**src/rtl/itde_pkg.sv**
```systemverilog
// Shared types, code constants and byte-forming functions of the index table delta encoder.
package itde_pkg;

  // Sizing
  localparam int unsigned QueueDepth = 4;
  localparam int unsigned MaxBytes   = 7;
  localparam int unsigned CountW     = $clog2(MaxBytes + 1);

  // Stream codes
  localparam logic [7:0] RunOne   = 8'h00;
  localparam logic [7:0] RunShort = 8'hE0;
  localparam logic [7:0] RunLong  = 8'hF0;
  localparam logic [7:0] EscByte  = 8'hF1;
  localparam logic [7:0] EscWord  = 8'hF2;
  localparam logic [7:0] Lit3     = 8'hE0;
  localparam logic [7:0] Lit4     = 8'hE1;
  localparam logic [7:0] Zz2      = 8'h80;
  localparam logic [7:0] Zz3      = 8'hC0;

  // One coded item: bytes in stream order from index 0, count of 1..7 bytes
  typedef struct packed {
    logic [MaxBytes-1:0][7:0] bytes;
    logic [CountW-1:0]        count;
  } rec_t;

  typedef struct packed {
    logic [15:0] b;
    logic [1:0]  n;
  } run_code_t;

  typedef struct packed {
    logic [39:0] b;
    logic [2:0]  n;
  } val_code_t;

  // Run flush code; unused byte lanes are zero
  function automatic run_code_t run_code(input logic [7:0] n);
    run_code_t r;
    r = '0;
    if (n == 8'd0) begin
      r.n = 2'd0;
    end else if (n == 8'd1) begin
      r.b[7:0] = RunOne;
      r.n = 2'd1;
    end else if (n < 8'd16) begin
      r.b[7:0] = RunShort + n;
      r.n = 2'd1;
    end else begin
      r.b[7:0]  = RunLong;
      r.b[15:8] = n - 8'd16;
      r.n = 2'd2;
    end
    return r;
  endfunction

  // Value code: zigzag error, escapes on the difference, then literals
  function automatic val_code_t val_code(input logic [34:0] z, input logic [32:0] k,
                                         input logic [30:0] v);
    val_code_t c;
    c = '0;
    if (z < 35'd128) begin
      c.b[7:0] = z[7:0];
      c.n = 3'd1;
    end else if (z < 35'd16384) begin
      c.b[7:0]  = Zz2 | {2'b00, z[13:8]};
      c.b[15:8] = z[7:0];
      c.n = 3'd2;
    end else if (k < 33'd256) begin
      c.b[7:0]  = EscByte;
      c.b[15:8] = k[7:0];
      c.n = 3'd2;
    end else if (z < 35'd2097152) begin
      c.b[7:0]   = Zz3 | {3'b000, z[20:16]};
      c.b[15:8]  = z[15:8];
      c.b[23:16] = z[7:0];
      c.n = 3'd3;
    end else if (k < 33'd65536) begin
      c.b[7:0]   = EscWord;
      c.b[15:8]  = k[15:8];
      c.b[23:16] = k[7:0];
      c.n = 3'd3;
    end else if (v < 31'd16777216) begin
      c.b[7:0]   = Lit3;
      c.b[15:8]  = v[23:16];
      c.b[23:16] = v[15:8];
      c.b[31:24] = v[7:0];
      c.n = 3'd4;
    end else begin
      c.b[7:0]   = Lit4;
      c.b[15:8]  = {1'b0, v[30:24]};
      c.b[23:16] = v[23:16];
      c.b[31:24] = v[15:8];
      c.b[39:32] = v[7:0];
      c.n = 3'd5;
    end
    return c;
  endfunction

endpackage

```
**src/rtl/index_table_delta_encoder.sv**
```systemverilog
// Top level of the index table delta encoder: front end, item queue, byte serializer.
//
// Input stream s_axis: one table index per transfer. tdata[30:0] is the value,
// tlast marks the end of a table (flushes a pending run), tuser[0] marks the
// first value of a table (clears predictor and run).
// Output stream m_axis: one encoded byte per transfer, tlast on the last byte
// that one input value caused. A value that only extends a run gives no bytes.
// A coded value is registered in the queue; its first byte is offered at the queue head.
// Throughput: one input per cycle while values code to one byte each and the
// receiver takes every byte; a value coding to n bytes (1 to 7) goes out byte
// by byte on the single byte-wide output port. Up to QueueDepth coded values
// wait in the queue, so the input keeps running during multi-byte codes until
// the queue fills. When the receiver stalls, bytes wait in the queue and
// s_axis_tready drops only once the queue is full.
// Reset clears predictor, run count, queue and serializer; no clearing pass.
module index_table_delta_encoder import itde_pkg::*; #(
  parameter int unsigned Depth = QueueDepth
) (
  input  logic        clk_i,
  input  logic        rst_ni,
  input  logic        s_axis_tvalid,
  output logic        s_axis_tready,
  input  logic [31:0] s_axis_tdata,   // [30:0] value, [31] ignored
  input  logic        s_axis_tlast,   // end_of_table
  input  logic [0:0]  s_axis_tuser,   // [0] first_of_table
  output logic        m_axis_tvalid,
  input  logic        m_axis_tready,
  output logic [7:0]  m_axis_tdata,   // [7:0] out_byte
  output logic        m_axis_tlast    // last_byte
);

  logic accept, push, full, pop, empty;
  rec_t rec, head;

  assign s_axis_tready = !full;
  assign accept        = s_axis_tvalid && s_axis_tready;

  itde_front u_front (
    .clk_i    (clk_i),
    .rst_ni   (rst_ni),
    .accept_i (accept),
    .value_i  (s_axis_tdata[30:0]),
    .first_i  (s_axis_tuser[0]),
    .end_i    (s_axis_tlast),
    .push_o   (push),
    .rec_o    (rec)
  );

  itde_queue #(
    .Depth (Depth)
  ) u_queue (
    .clk_i   (clk_i),
    .rst_ni  (rst_ni),
    .push_i  (push),
    .rec_i   (rec),
    .full_o  (full),
    .pop_i   (pop),
    .empty_o (empty),
    .head_o  (head)
  );

  itde_back u_back (
    .clk_i   (clk_i),
    .rst_ni  (rst_ni),
    .empty_i (empty),
    .head_i  (head),
    .pop_o   (pop),
    .valid_o (m_axis_tvalid),
    .ready_i (m_axis_tready),
    .byte_o  (m_axis_tdata),
    .last_o  (m_axis_tlast)
  );

endmodule

```
**src/rtl/itde_front.sv**
```systemverilog
// Front end: predictor state, run counter and classification of each value into a coded item.
module itde_front import itde_pkg::*; (
  input  logic        clk_i,
  input  logic        rst_ni,
  input  logic        accept_i,
  input  logic [30:0] value_i,
  input  logic        first_i,
  input  logic        end_i,
  output logic        push_o,
  output rec_t        rec_o
);

  logic [30:0] prev_q, prev_e;
  logic [32:0] pred_q, pred_d, pred_e;   // two's complement prediction
  logic [7:0]  run_q, run_d, run_e;
  logic [33:0] err;
  logic [31:0] dif;
  logic [34:0] z;
  logic [32:0] k;
  logic [8:0]  run_inc;
  run_code_t   rs, re;
  val_code_t   cs;
  logic [55:0] cat;
  rec_t        rec;

  // First of table clears predictor and run before coding
  assign prev_e = first_i ? '0 : prev_q;
  assign pred_e = first_i ? '0 : pred_q;
  assign run_e  = first_i ? '0 : run_q;

  // Prediction error and step, zigzag mapped
  assign err = {3'b000, value_i} - {pred_e[32], pred_e};
  assign dif = {1'b0, value_i} - {1'b0, prev_e};
  assign z   = {err, 1'b0} ^ {35{err[33]}};
  assign k   = {dif, 1'b0} ^ {33{dif[31]}};

  // Next prediction 2*v - prev, kept ready for the following item
  assign pred_d = {1'b0, value_i, 1'b0} - {2'b00, prev_e};

  assign run_inc = {1'b0, run_e} + 9'd1;
  assign rs = run_code(run_e);
  assign re = run_code(run_inc[7:0]);
  assign cs = val_code(z, k, value_i);

  // Byte assembly
  always_comb begin
    rec   = '0;
    run_d = run_e;
    cat   = '0;
    if (err == '0) begin
      if (run_inc[8]) begin
        rec.bytes[0] = RunLong;
        rec.bytes[1] = RunLong;
        rec.count    = CountW'(2);
        run_d        = '0;
      end else begin
        run_d = run_inc[7:0];
        if (end_i) begin
          rec.bytes[0] = re.b[7:0];
          rec.bytes[1] = re.b[15:8];
          rec.count    = CountW'(re.n);
          run_d        = '0;
        end
      end
    end else begin
      // run flush, then value code right behind it
      case (rs.n)
        2'd0:    cat = {16'b0, cs.b};
        2'd1:    cat = {8'b0, cs.b, 8'b0};
        2'd2:    cat = {cs.b, 16'b0};
        default: cat = {16'b0, cs.b};
      endcase
      rec.bytes = cat | {40'b0, rs.b};
      rec.count = CountW'(rs.n) + CountW'(cs.n);
      run_d     = '0;
    end
  end

  // State update
  always_ff @(posedge clk_i or negedge rst_ni) begin
    if (!rst_ni) begin
      prev_q <= '0;
      pred_q <= '0;
      run_q  <= '0;
    end else if (accept_i) begin
      prev_q <= value_i;
      pred_q <= pred_d;
      run_q  <= run_d;
    end
  end

  assign push_o = accept_i && (rec.count != '0);
  assign rec_o  = rec;

endmodule

```
**src/rtl/itde_queue.sv**
```systemverilog
// Short queue of coded items between front end and byte serializer.
module itde_queue import itde_pkg::*; #(
  parameter int unsigned Depth = QueueDepth
) (
  input  logic clk_i,
  input  logic rst_ni,
  input  logic push_i,
  input  rec_t rec_i,
  output logic full_o,
  input  logic pop_i,
  output logic empty_o,
  output rec_t head_o
);

  localparam int unsigned PtrW = (Depth > 1) ? $clog2(Depth) : 1;
  localparam int unsigned CntW = $clog2(Depth + 1);

  rec_t            mem_q [Depth];
  logic [PtrW-1:0] wr_q, rd_q;
  logic [CntW-1:0] cnt_q;

  function automatic logic [PtrW-1:0] ptr_inc(input logic [PtrW-1:0] p);
    if (p == PtrW'(Depth - 1)) return '0;
    return p + PtrW'(1);
  endfunction

  assign full_o  = (cnt_q == CntW'(Depth));
  assign empty_o = (cnt_q == '0);
  assign head_o  = mem_q[rd_q];

  // Entry storage
  always_ff @(posedge clk_i) begin
    if (push_i) begin
      mem_q[wr_q] <= rec_i;
    end
  end

  // Pointers and fill count
  always_ff @(posedge clk_i or negedge rst_ni) begin
    if (!rst_ni) begin
      wr_q  <= '0;
      rd_q  <= '0;
      cnt_q <= '0;
    end else begin
      if (push_i) wr_q <= ptr_inc(wr_q);
      if (pop_i)  rd_q <= ptr_inc(rd_q);
      if (push_i && !pop_i) begin
        cnt_q <= cnt_q + CntW'(1);
      end else if (pop_i && !push_i) begin
        cnt_q <= cnt_q - CntW'(1);
      end
    end
  end

endmodule

```
**src/rtl/itde_back.sv**
```systemverilog
// Back end: walks the bytes of the head item onto the output stream.
module itde_back import itde_pkg::*; (
  input  logic       clk_i,
  input  logic       rst_ni,
  input  logic       empty_i,
  input  rec_t       head_i,
  output logic       pop_o,
  output logic       valid_o,
  input  logic       ready_i,
  output logic [7:0] byte_o,
  output logic       last_o
);

  logic [CountW-1:0] idx_q, idx_d;
  logic              xfer;

  assign valid_o = !empty_i;
  assign byte_o  = head_i.bytes[idx_q];
  assign last_o  = (idx_q == head_i.count - CountW'(1));
  assign xfer    = valid_o && ready_i;
  assign pop_o   = xfer && last_o;

  // Byte index within the head item
  always_comb begin
    idx_d = idx_q;
    if (xfer) begin
      idx_d = last_o ? '0 : idx_q + CountW'(1);
    end
  end

  always_ff @(posedge clk_i or negedge rst_ni) begin
    if (!rst_ni) begin
      idx_q <= '0;
    end else begin
      idx_q <= idx_d;
    end
  end

endmodule

```
**config.mk**
```make
export PLATFORM = sky130hd
export DESIGN_NAME = index_table_delta_encoder
export DESIGN_NICKNAME = d
export VERILOG_FILES = /design/src/rtl/itde_pkg.sv /design/src/rtl/index_table_delta_encoder.sv /design/src/rtl/itde_front.sv /design/src/rtl/itde_queue.sv /design/src/rtl/itde_back.sv
export SDC_FILE = /design/constraint.sdc
export NUM_CORES = 1
export LEC_CHECK = 0
export BUFFER_PORTS_ARGS = -buffer_cell sky130_fd_sc_hd__buf_2
export CORE_ASPECT_RATIO = 0.6
export CORE_MARGIN = 2
export CORE_UTILIZATION = 23
export CTS_CLUSTER_SIZE = 20
export DETAILED_ROUTE_END_ITERATION = 10
export SYNTH_ARGS = -nofsm -noshare
export SYNTH_HDL_FRONTEND = slang
export SYNTH_SLANG_ARGS = --single-unit
```
**constraint.sdc**
```tcl
create_clock -name clk_i -period 14 [get_ports clk_i]
set_input_delay 1.4 -clock clk_i [delete_from_list [all_inputs] [get_ports clk_i]]
set_output_delay 1.4 -clock clk_i [all_outputs]
set_load 0.01 [all_outputs]
```
==> flow_summary.yaml <==
clock_tree:
  clock-sinks: 318
  path_clk_slew_ns: 0.07
  ctsResizeCount: 0
  worstSkewPairLatency_ns: 0.61
  post_cts_buffers: 0
  clockBufferDepth: 3
  holdBufCountCts: 0
  htreeDepth: 1
  cts_tree: "done"
  numCtsBuffers: 28
  root_buffer: "clkbuf_16"
placement:
  hpwl_um: 51430
  place.gp.congestion: 0.9463
  io_buffer_count: 47
final_layout:
  area.growth.synth_to_final_pct: 11.79
  multi_input_area_um2: 11920
  layout_common_cells: "edfxtp_1 (236), nand2_1 (155), a21oi_1 (150)"
  layout-drive-gt1-share_pct: 12.74
  regArea_um2: 9144
  nets: 2204
  antenna_cells: 0
  final_common_cell: "edfxtp_1"
  fill_cells: 9795
timing:
  skew_ns: 0.01285
  worst_slew_pin_slew_ns: 1.093
  drv_slew: 0
  slew_headroom_pct: 26.37
  hold_violations: 0
  layout_min_cycle_time_ns: 10.67
  hold_ws_ns: 0.4764
  setup_viol: 0
  period_share_pct: 76.20
  clock.fmax_ghz: 0.09373
  finalSetupTns_ns: 0
  rsz0062_at_grt: "false"
synth:
  yosys_warnings: 0
  ys_ff_latch: 318
  synth_enable_flop_cells: 236
  yosys-top-cells-area: "edfxtp_1 (33%), dfrtp_1 (9.5%), mux4_2 (7.0%)"
  synth_seq_area_share_pct: 42.26
  synth_largest_area_cell: "edfxtp_1"
  syn_nets: 2205
  synth.distinct_cells: 94
  yosysTopAreaCellShare_pct: 32.77
  async_reset_ff_share_pct: 25.79
  avgSynthCellArea_um2: 10.58
  syn_inst: 2044
  synth_area_um2: 21630
  synth_flop_cell: "edfxtp_1"
critical_path:
  crit_path_start_kind: "input pin"
  cp_top_family: "simple AND/OR/NAND/NOR gates"
  worstReg2RegEnd: "u_queue.mem_q[1][7]$_DFFE_PP_"
  path_max_fanout: 47
  path_cells: "buf_2 -> buf_4 -> nand2b_1 -> ha_1 -> a21o_1 -> or4_4 -> o211ai_2 -> o211ai_1 -> a31oi_2 -> inv_2 -> nor4b_1 -> nand4_1 -> nor4_2 -> a21oi_2 -> nor3_2 -> nor2_1 -> o21ai_0 -> nand2_1 -> ha_1 -> fa_1 -> nor3_1 -> a211oi_2 -> and2_2 -> buf_4"
  rr_worst_depth: 22
  worstPathRequired_ns: 14.26
  critPathSlowestCell: "and2_2"
  reg2reg_slack_ns: 4.80
  timing.critical_path.buf_inv: 4
  end_kind: "register"
  cpPeakStageDelay_ns: 0.94
  r2r-start: "u_front.pred_q[14]$_DFFE_PN0P_"
  path_class: "in2reg"
  crit_arrival_ns: 10.93
global_routing:
  grt_pass1_wl_um: 100900
  antenna_found_initial: 4
  grt_max_degree: 66
  grt_overflow_total: 0
  grt_pass1_vias: 15516
  grt_use_total_pct: 13.60
min_path:
  min_path_type: "reg2reg"
  hold-path-endpoint: "u_front.pred_q[0]$_DFFE_PN0P_"
  min_path_cells: 2
  hold_start: "u_front.pred_q[0]$_DFFE_PN0P_"
job:
  max-cap-violations: 0
floorplanning:
  die_area_um2: 96580
  rows: 87
  die_x_um: 399.9
  coreArea_um2: 93510
  io_pins: 49
  die_y_um: 241.5
  start_util_pct: 23.13
detailed_routing:
  route.vias.total: 17091
  routed_wl_um: 67710
  viasPerCell: 5.163
  firstDrtPassIters: 6
  wl_per_cell_um: 20.46
  drc: 0
  drtIter0Drc: 1919
  drtAntennaViolNets: 0
power_and_ir_drop:
  power_density_nw_per_um2: 169.2
  vdd_drop_max_mv: 0.1119
  p_leak_nw: 8.679
run_status:
  status: "complete, no violations"
[metal layers]
| layer | part of all wire [%] | GRT usage [%] |
|---|---|---|
| met5 | 0 | 0 |
| met1 | 50 | 22.38 |
| met3 | 13 | 5.222 |
| met2 | 36 | 16.44 |
| met4 | 0.90 | 1.238 |
[cell type report]
cell class              count  share of cell area (%)
multi-input cells        1576                   49.30
flip-flops and latches    318                   37.82
repair buffers             67                   1.604
clock buffers              32                   2.961
well taps                1246                   6.449
inverters                  52                  0.8074
clock inverters            19                   1.051
[cell families after synthesis]
family | share of synthesized area [%]
AO/OA/AOI/OAI | 17.46
XOR/XNOR | 4.495
AND/OR/NAND/NOR | 14.79
multiplexers | 11.01
buffers and inverters | 2.696
flip-flops | 42.26
adder cells (fa/ha/maj) | 7.290
[worst max-delay path by stage]
stage | start | to | slack, ns | cells past startpoint
after floorplan | s_axis_tuser | u_queue.mem_q[0][0]$_DFFE_PP_ | 5.00 | 26
after global placement | s_axis_tuser | u_queue.mem_q[1][36]$_DFFE_PP_ | 2.97 | 24
after detailed placement | s_axis_tuser | u_queue.mem_q[1][36]$_DFFE_PP_ | 2.87 | 24
after CTS | s_axis_tuser | u_queue.mem_q[1][42]$_DFFE_PP_ | 3.52 | 24
after global routing | s_axis_tuser | u_queue.mem_q[1][29]$_DFFE_PP_ | 2.60 | 24
final | s_axis_tuser | u_queue.mem_q[1][7]$_DFFE_PP_ | 3.33 | 24
[per-stage QoR]
step	util (%)	setup slack (ns)	total power, mW	cell area, um2	cells
after CTS	25.85	3.516	4.090	24170	3310
after detailed placement	24.82	2.875	3.241	23200	3259
after global routing	25.85	2.601	4.338	24170	3310
after global placement	24.82	2.974	3.222	23200	3259
final	25.85	3.332	4.091	24170	3310
after floorplan	-	4.999	2.696	21630	2044
[synthesized netlist by cell type (11+ instances only)]
cell type  instances
a21oi_1          150
o211ai_1          28
and2_1            23
mux2_2            45
a221oi_1          14
and3_1            27
ha_1             118
nand3_1           40
clkbuf_1          77
nor3_1            45
xor2_1            41
buf_1             12
a31oi_1           14
o22ai_1           13
o31ai_1           15
a21o_1            46
nor2_1           106
nand2_1          156
nand2b_1          94
or3_1             20
mux2i_1           35
o21a_1            27
inv_1             48
xnor2_1           70
nor2b_1           11
edfxtp_1         236
mux4_2            67
nand4_1           28
a211oi_1          19
o21bai_1          17
o21ai_0          132
nor4_1            12
dfrtp_1           82
[worst min-delay path, cell delays in order, from the launching register on]
cell and delay (ns):
dfrtp_1 0.34, nand2_1 0.04, o21ai_0 0.06
[where the power goes]
group / internal [mW] / total (mW) / switching [mW]
sequential: 1.24 / 1.34 / 0.109
clock: 0.463 / 0.842 / 0.379
combinational: 0.758 / 1.90 / 1.15
[registers in the layout, indices dropped and copies added, names as in the netlist]
| name | flops |
|---|---|
| u_queue.mem_q | 236 |
| u_front.pred_q | 33 |
| u_front.prev_q | 31 |
| u_front.run_q | 8 |
| u_back.idx_q | 3 |
| u_queue.cnt_q | 3 |
| u_queue.rd_q | 2 |
| u_queue.wr_q | 2 |
Note: power is estimated with default switching activity, not from simulation.
